$ cat src/rtl/psafl_pkg.sv
`timescale 1ns / 1ps
// ----------------------------------------------------------------------------
// psafl_pkg
// Shared types and constants for the per-source auth failure limiter.
// ----------------------------------------------------------------------------
package psafl_pkg;

  localparam int unsigned TableEntriesDef = 64;
  localparam int unsigned KeyW = 33;
  localparam int unsigned TimeW = 32;
  localparam int unsigned FailW = 8;
  localparam int unsigned WinW = 16;
  localparam int unsigned IdxOutW = 6;
  localparam int unsigned CfgIdxW = 1;

  localparam logic [WinW-1:0] WindowReset = 16'd10;
  localparam logic [FailW-1:0] LimitReset = 8'd20;
  localparam logic [FailW-1:0] FailMax = 8'd255;

  localparam logic [CfgIdxW-1:0] RegWindow = 1'b0;
  localparam logic [CfgIdxW-1:0] RegLimit = 1'b1;

  typedef struct packed {
    logic [31:0] src_addr;
    logic        addr_known;
    logic [31:0] now_seconds;
    logic        credentials_ok;
  } in_word_t;

  typedef struct packed {
    logic               granted;
    logic               throttled;
    logic [IdxOutW-1:0] entry_index;
    logic [FailW-1:0]   fail_after;
  } out_word_t;

  // One table entry as it travels along the chain.
  typedef struct packed {
    logic             valid;
    logic [KeyW-1:0]  key;
    logic [FailW-1:0] fails;
    logic [TimeW-1:0] start;
  } entry_t;

  typedef enum logic [1:0] {
    ST_IDLE,
    ST_SCAN,
    ST_DONE
  } state_t;

endpackage

$ cat src/rtl/psafl_cell.sv
`timescale 1ns / 1ps
// ----------------------------------------------------------------------------
// psafl_cell
// One table entry; shifts to its neighbor whenever the ring rotates.
// ----------------------------------------------------------------------------
module psafl_cell
  import psafl_pkg::*;
(
  input  logic   clk,
  input  logic   rst_n,
  input  logic   shift,
  input  entry_t entry_in,
  output entry_t entry_out
);

  entry_t ent_r;

  // Clear only the valid bit on reset; the payload is ignored while invalid.
  always_ff @(posedge clk) begin
    if (!rst_n) begin
      ent_r.valid <= 1'b0;
    end else if (shift) begin
      ent_r <= entry_in;
    end
  end

  assign entry_out = ent_r;

endmodule

$ cat src/rtl/per_source_auth_fail_limiter_top.sv
`timescale 1ns / 1ps
// ----------------------------------------------------------------------------
// per_source_auth_fail_limiter_top
// Per-key fixed-window failure limiter over a rotating ring of entry cells.
// ----------------------------------------------------------------------------
// Sequence: an accepted word is handled by two full rotations of the cell
//   ring (search pass, then update pass), then ST_DONE; out_valid is
//   registered from ST_DONE. No new word is accepted until busy falls.
// Reset: synchronous active-low rst_n clears all entries to invalid and
//   reloads window_seconds = 10, fail_limit = 20. The receiver cannot stall.
// ----------------------------------------------------------------------------
module per_source_auth_fail_limiter_top
  import psafl_pkg::*;
#(
  parameter int unsigned TABLE_ENTRIES = TableEntriesDef
) (
  input  logic               clk,
  input  logic               rst_n,
  input  logic               start,
  output logic               busy,
  input  in_word_t           in_word,
  output logic               out_valid,
  output out_word_t          out_word,
  input  logic               cfg_valid,
  output logic               cfg_ready,
  input  logic [CfgIdxW-1:0] cfg_index,
  input  logic [31:0]        cfg_data
);

  localparam int unsigned IdxW = (TABLE_ENTRIES > 1) ? $clog2(TABLE_ENTRIES) : 1;
  localparam int unsigned CntW = $clog2(2 * TABLE_ENTRIES + 1);
  localparam logic [CntW-1:0] PassLen = CntW'(TABLE_ENTRIES);
  localparam logic [CntW-1:0] LastCnt = CntW'(2 * TABLE_ENTRIES - 1);

  // Configuration registers.
  logic [WinW-1:0]  win_r;
  logic [FailW-1:0] lim_r;

  assign cfg_ready = 1'b1;

  always_ff @(posedge clk) begin
    if (!rst_n) begin
      win_r <= WindowReset;
      lim_r <= LimitReset;
    end else if (cfg_valid && cfg_ready) begin
      unique case (cfg_index)
        RegWindow: win_r <= cfg_data[WinW-1:0];
        RegLimit:  lim_r <= cfg_data[FailW-1:0];
        default: ;
      endcase
    end
  end

  // Ring of cells: head is cell 0, data moves from cell i+1 to cell i,
  // head wraps back to the tail. After TABLE_ENTRIES shifts the ring is home.
  entry_t chain [TABLE_ENTRIES];
  entry_t tail_in;
  logic   shift;

  for (genvar g = 0; g < TABLE_ENTRIES; g++) begin : g_cell
    entry_t nb;
    if (g == TABLE_ENTRIES - 1) begin : g_tail
      assign nb = tail_in;
    end else begin : g_mid
      assign nb = chain[g+1];
    end
    psafl_cell u_cell (
      .clk      (clk),
      .rst_n    (rst_n),
      .shift    (shift),
      .entry_in (nb),
      .entry_out(chain[g])
    );
  end

  entry_t head;
  assign head = chain[0];

  // Control.
  state_t          state_r, state_nxt;
  logic [CntW-1:0] cnt_r, cnt_nxt;
  in_word_t        req_r;
  logic [KeyW-1:0] key_r;
  logic            hit_r, free_r;
  logic [IdxW-1:0] sel_r, free_idx_r, old_idx_r;
  logic [TimeW-1:0] old_age_r;
  out_word_t       res_r;
  logic            res_v_r;

  logic            pass2;
  logic [IdxW-1:0] pos;
  logic [TimeW-1:0] age;
  logic            is_hit;
  logic [IdxW-1:0] tgt;
  entry_t          upd;
  logic [FailW-1:0] f0, f1;
  logic [TimeW-1:0] s0;
  logic            lim, grant;

  assign pass2 = (cnt_r >= PassLen);
  assign pos   = pass2 ? IdxW'(cnt_r - PassLen) : IdxW'(cnt_r);
  assign age   = req_r.now_seconds - head.start;
  assign is_hit = head.valid && (head.key == key_r);
  assign tgt   = hit_r ? sel_r : (free_r ? free_idx_r : old_idx_r);

  // Update of the chosen entry as it passes the head in the second pass.
  always_comb begin
    if (hit_r) begin
      f0 = head.fails;
      s0 = head.start;
    end else begin
      f0 = '0;
      s0 = req_r.now_seconds;
    end
    if ((req_r.now_seconds - s0) >= TimeW'(win_r)) begin
      f0 = '0;
      s0 = req_r.now_seconds;
    end
    lim   = (f0 >= lim_r);
    grant = !lim && req_r.credentials_ok;
    if (grant) begin
      f1 = '0;
    end else if (f0 != FailMax) begin
      f1 = f0 + 1'b1;
    end else begin
      f1 = f0;
    end
    upd.valid = 1'b1;
    upd.key   = key_r;
    upd.fails = f1;
    upd.start = grant ? req_r.now_seconds : s0;
  end

  always_comb begin
    tail_in = head;
    if (state_r == ST_SCAN && pass2 && pos == tgt) begin
      tail_in = upd;
    end
  end

  assign shift = (state_r == ST_SCAN);
  assign busy  = (state_r != ST_IDLE);

  always_comb begin
    state_nxt = state_r;
    cnt_nxt   = cnt_r;
    unique case (state_r)
      ST_IDLE: begin
        cnt_nxt = '0;
        if (start) begin
          state_nxt = ST_SCAN;
        end
      end
      ST_SCAN: begin
        cnt_nxt = cnt_r + 1'b1;
        if (cnt_r == LastCnt) begin
          state_nxt = ST_DONE;
        end
      end
      ST_DONE: state_nxt = ST_IDLE;
      default: state_nxt = ST_IDLE;
    endcase
  end

  always_ff @(posedge clk) begin
    if (!rst_n) begin
      state_r <= ST_IDLE;
      cnt_r   <= '0;
      res_v_r <= 1'b0;
    end else begin
      state_r <= state_nxt;
      cnt_r   <= cnt_nxt;
      res_v_r <= (state_r == ST_DONE);
    end
  end

  // Search pass: first match, first free, oldest window start.
  always_ff @(posedge clk) begin
    if (state_r == ST_IDLE && start) begin
      req_r     <= in_word;
      key_r     <= in_word.addr_known ? {1'b1, in_word.src_addr} : '0;
      hit_r     <= 1'b0;
      free_r    <= 1'b0;
      sel_r     <= '0;
      free_idx_r <= '0;
      old_idx_r <= '0;
      old_age_r <= '0;
    end else if (state_r == ST_SCAN && !pass2) begin
      if (is_hit && !hit_r) begin
        hit_r <= 1'b1;
        sel_r <= pos;
      end
      if (!head.valid && !free_r) begin
        free_r     <= 1'b1;
        free_idx_r <= pos;
      end
      if (pos == '0 || age > old_age_r) begin
        old_age_r <= age;
        old_idx_r <= pos;
      end
    end
  end

  // Capture the result as the target entry is rewritten.
  always_ff @(posedge clk) begin
    if (state_r == ST_SCAN && pass2 && pos == tgt) begin
      res_r.granted     <= grant;
      res_r.throttled   <= lim;
      res_r.entry_index <= IdxOutW'(tgt);
      res_r.fail_after  <= f1;
    end
  end

  assign out_valid = res_v_r;
  assign out_word  = res_r;

  // Assertions.
  a_busy_on_start: assert property (@(posedge clk) disable iff (!rst_n)
    (start && !busy) |=> busy)
    else $error("block not busy after start");

  a_out_after_done: assert property (@(posedge clk) disable iff (!rst_n)
    out_valid |-> $past(state_r == ST_DONE))
    else $error("result without finished pass");

  a_no_grant_limited: assert property (@(posedge clk) disable iff (!rst_n)
    out_valid |-> !(out_word.granted && out_word.throttled))
    else $error("grant while rate limited");

  a_grant_clears: assert property (@(posedge clk) disable iff (!rst_n)
    (out_valid && out_word.granted) |-> (out_word.fail_after == '0))
    else $error("grant left nonzero count");

endmodule
$ cat config.mk
export PLATFORM = sky130hd
export DESIGN_NAME = per_source_auth_fail_limiter_top
export DESIGN_NICKNAME = d
export VERILOG_FILES = /design/src/rtl/psafl_pkg.sv /design/src/rtl/psafl_cell.sv /design/src/rtl/per_source_auth_fail_limiter_top.sv
export SDC_FILE = /design/constraint.sdc
export NUM_CORES = 2
export LEC_CHECK = 0
export BUFFER_PORTS_ARGS = -buffer_cell sky130_fd_sc_hd__buf_2
export CORE_ASPECT_RATIO = 0.5
export CORE_MARGIN = 5
export CORE_UTILIZATION = 60
export DETAILED_ROUTE_END_ITERATION = 8
export GPL_TIMING_DRIVEN = 1
export PLACE_DENSITY = 0.82
export SLEW_MARGIN = 20
export SYNTH_ARGS = -nofsm -noshare
export SYNTH_HDL_FRONTEND = slang
export SYNTH_SLANG_ARGS = --single-unit
$ cat constraint.sdc
create_clock -name clk -period 257.6 [get_ports clk]
set_clock_uncertainty 0.15 [all_clocks]
set_input_delay 25.76 -clock clk [delete_from_list [all_inputs] [get_ports clk]]
set_output_delay 25.76 -clock clk [all_outputs]
set_load 0.03 [all_outputs]
==> flow_metrics.env <==
export IMPL_yosysSeqAreaShare=0.934
export IMPL_cts_sinks=4905
export IMPL_wl_per_cell_um=26.9
export IMPL_firstDrtPassIters=8
export IMPL_crit_fanout=190
export IMPL_overflow=0
export IMPL_area_growth_syn_to_layout_pct=11.3
export IMPL_cts_root_buffer="clkbuf_16"
export IMPL_fin_nets=7162
export IMPL_cp_slowest_cell="and2_4"
export IMPL_synth_ff_type="edfxtp_1"
export IMPL_worstSetupPathType="primary input to flip-flop"
export IMPL_syn_inst=6481
export IMPL_maxSlewHeadroom=0.175
export IMPL_synth_common_cells="4754 x edfxtp_1, 309 x nand2_1, 151 x dfxtp_1"
export IMPL_synth_edff_count=4754
export IMPL_setup_viol=0
export IMPL_cts_setup_buffers=0
export IMPL_grt_max_degree=216
export IMPL_finalSetupTns_ns=0
export IMPL_ys_ff_latch=4905
export IMPL_clock_path_buffers=4
export IMPL_drtIter0Drc=8828
export IMPL_synth_nets=6709
export IMPL_yosysUniqueCellTypes=93
export IMPL_setup_slack_ns=226.01
export IMPL_wl_um=289000
export IMPL_nFillCells=14578
export IMPL_wl_met3_um=21300
export IMPL_instances_no_fill=10735
export IMPL_core_mm2=0.259
export IMPL_holdBufCountCts=0
export IMPL_holdPathEnd="g_cell[15].u_cell.entry_out[29]"
export IMPL_grt_pass1_wl_um=424000
export IMPL_outcome="finished clean"
export IMPL_std_cell_rows=132
export IMPL_path_clk_slew_ns=0.08
export IMPL_grt_pass1_vias=62741
export IMPL_dp_cells=10036
export IMPL_synth_area_per_cell_um2=24.1
export IMPL_antenna_found_initial=24
export IMPL_cts_tree="built"
export IMPL_leakage_nw=50.0
export IMPL_hold_path_class="flip-flop to flip-flop"
export IMPL_synth_area_leader_cell="edfxtp_1"
export IMPL_path_buf_inv=7
export IMPL_worst_slew_pin_slew_ns=1.24
export IMPL_hold_slack_ns=0.202
export IMPL_path_delay_family="buffers and inverters"
export IMPL_drtAntennaViolNets=0
export IMPL_synth_cell_area_mm2=0.156
export IMPL_dieHeight_um=371
export IMPL_clk_latency_ns=0.91
export IMPL_top_layer="met5"
export IMPL_p_per_area_mw_per_mm2=8.93
export IMPL_power_mw=1.55
export IMPL_drv_slew=0
export IMPL_reg2reg_from="hit_r"
export IMPL_vias=62567
export IMPL_cp_data_arrival_time_ns=31.95
export IMPL_multiInputGateArea_mm2=0.00956
export IMPL_port_buffers=104
export IMPL_htreeDepth=5
export IMPL_die_w_um=731
export IMPL_rsz0062_at_grt="no"
export IMPL_seq_area_mm2=0.146
export IMPL_track_usage=0.212
export IMPL_synth_most_common_cell="edfxtp_1"
export IMPL_ys_warn_count=0
export IMPL_period_share=0.123
export IMPL_synth_top_area_frac=0.914
export IMPL_wl_met1_um=117000
export IMPL_r2r_end="g_cell[63].u_cell.entry_out[2]"
export IMPL_synth_top_cells_by_area="edfxtp_1 91%, dfxtp_1 1.9%, ha_1 0.99%"
export IMPL_io_pins=122
export IMPL_cp_end_kind="flip-flop"
export IMPL_avgViaCountPerCell=5.83
export IMPL_irDropWorstVdd_v=0.00000675
export IMPL_cp_required_ns=257.96
export IMPL_gp_routability_congestion=0.844
export IMPL_critPathLaunchType="primary input"
export IMPL_cts_made_buffers=380
export IMPL_drc=0
export IMPL_start_util=0.603
export IMPL_hold_path_depth=0
export IMPL_path_cells="buf_2, buf_4, and2_4, buf_12, buf_4, buf_6, buf_6, buf_6"
export IMPL_reg2regPathDepth=32
export IMPL_die_area_mm2=0.271
export IMPL_min_delay_start="g_cell[16].u_cell.entry_out[29]"
export IMPL_cts_repair_resized=0
export IMPL_maxCapViolCount=0
export IMPL_slowest_delay_ns=1.04
export IMPL_cpMostUsedCell="buf_6"
export IMPL_layout_drive_gt1_share=0.112
export IMPL_fmax_mhz=31.7
export IMPL_r2r_slack_ns=247.53
export IMPL_min_period_ns=31.59
export IMPL_synthArstFlopShare=0
export IMPL_hold_viol_final=0
export IMPL_dp_final_hpwl_um=127000
export IMPL_wl_met2_um=139000
export IMPL_dp_slack_ns=224.43
==> cell type report <==
type | count | area share
timing repair buffer | 154 | 0.00605
multi-input combinational | 1380 | 0.0550
antenna | 8 | 0.000115
inverter | 113 | 0.00246
sequential | 4905 | 0.839
tap | 3484 | 0.0251
clock inverter | 231 | 0.0150
clock buffer | 460 | 0.0573
==> power breakdown <==
group          internal [mW]  switching [mW]
Sequential             0.892         0.00770
Clock                  0.327           0.289
Combinational        0.00778          0.0274
Total                   1.23           0.324
==> sequential cells by signal (all words and copies together), names as in the netlist, 8 cells and up <==
signal,cells
g_cell.u_cell.entry_out,4736
win_r,16
cnt_r,8
lim_r,8
old_age_r,32
out_word,16
req_r,33
key_r,33
==> routing by layer <==
layer,global-route usage,up-vias
met5,0,-
met1,0.304,32022
li1,-,26410
met2,0.338,3394
met4,0.0762,6
met3,0.0356,735
==> worst max path at each step <==
| stage | start | end | slack [ns] | depth (start not counted) |
|---|---|---|---|---|
| floorplan | rst_n | state_r[1] | 120.20 | 3 |
| global placement | rst_n | g_cell[17].u_cell.entry_out[22] | 224.84 | 8 |
| detailed placement | rst_n | g_cell[15].u_cell.entry_out[23] | 224.43 | 8 |
| CTS | rst_n | g_cell[18].u_cell.entry_out[23] | 225.29 | 8 |
| global route | rst_n | g_cell[11].u_cell.entry_out[23] | 225.83 | 8 |
| finish | rst_n | g_cell[8].u_cell.entry_out[23] | 226.01 | 8 |
==> cell usage in the layout (no fill, tap or decap), types with 15 or more instances in the layout <==
cell type	count
edfxtp_1	4754
clkbuf_16	384
nand2_1	309
dfxtp_1	150
a21oi_1	124
ha_1	123
inv_1	112
buf_2	104
a21boi_0	84
nor2_1	82
clkbuf_1	70
clkinv_1	68
clkinv_2	63
o21ai_0	53
xor2_1	51
and2_1	50
mux2i_1	49
bufinv_16	48
xnor2_1	43
mux2_2	36
buf_4	32
nand3_1	31
a21o_1	30
mux2_4	29
nand4_1	26
nor3_1	25
clkinvlp_4	19
o211ai_1	16
nand2b_1	15
==> through the flow <==
stage	instance area, um2	utilization
2_1_floorplan	156000	-
5_1_grt	174000	0.671
3_3_place_gp	161000	0.622
6_report	174000	0.671
3_5_place_dp	161000	0.622
4_1_cts	174000	0.671
==> logic make-up (layout without fill, tap and decap cells) <==
family	after synthesis	after routing	share of synthesized area
flops	4905	4905	0.934
simple gates	626	626	0.0188
compound gates	420	420	0.0183
buf+inv	196	958	0.00520
fa+ha+maj	125	125	0.0101
mux	114	114	0.00853
xor+xnor	94	94	0.00527
other cells	1	9	0.0000240
No activity file was read; power rests on OpenSTA's default activity.
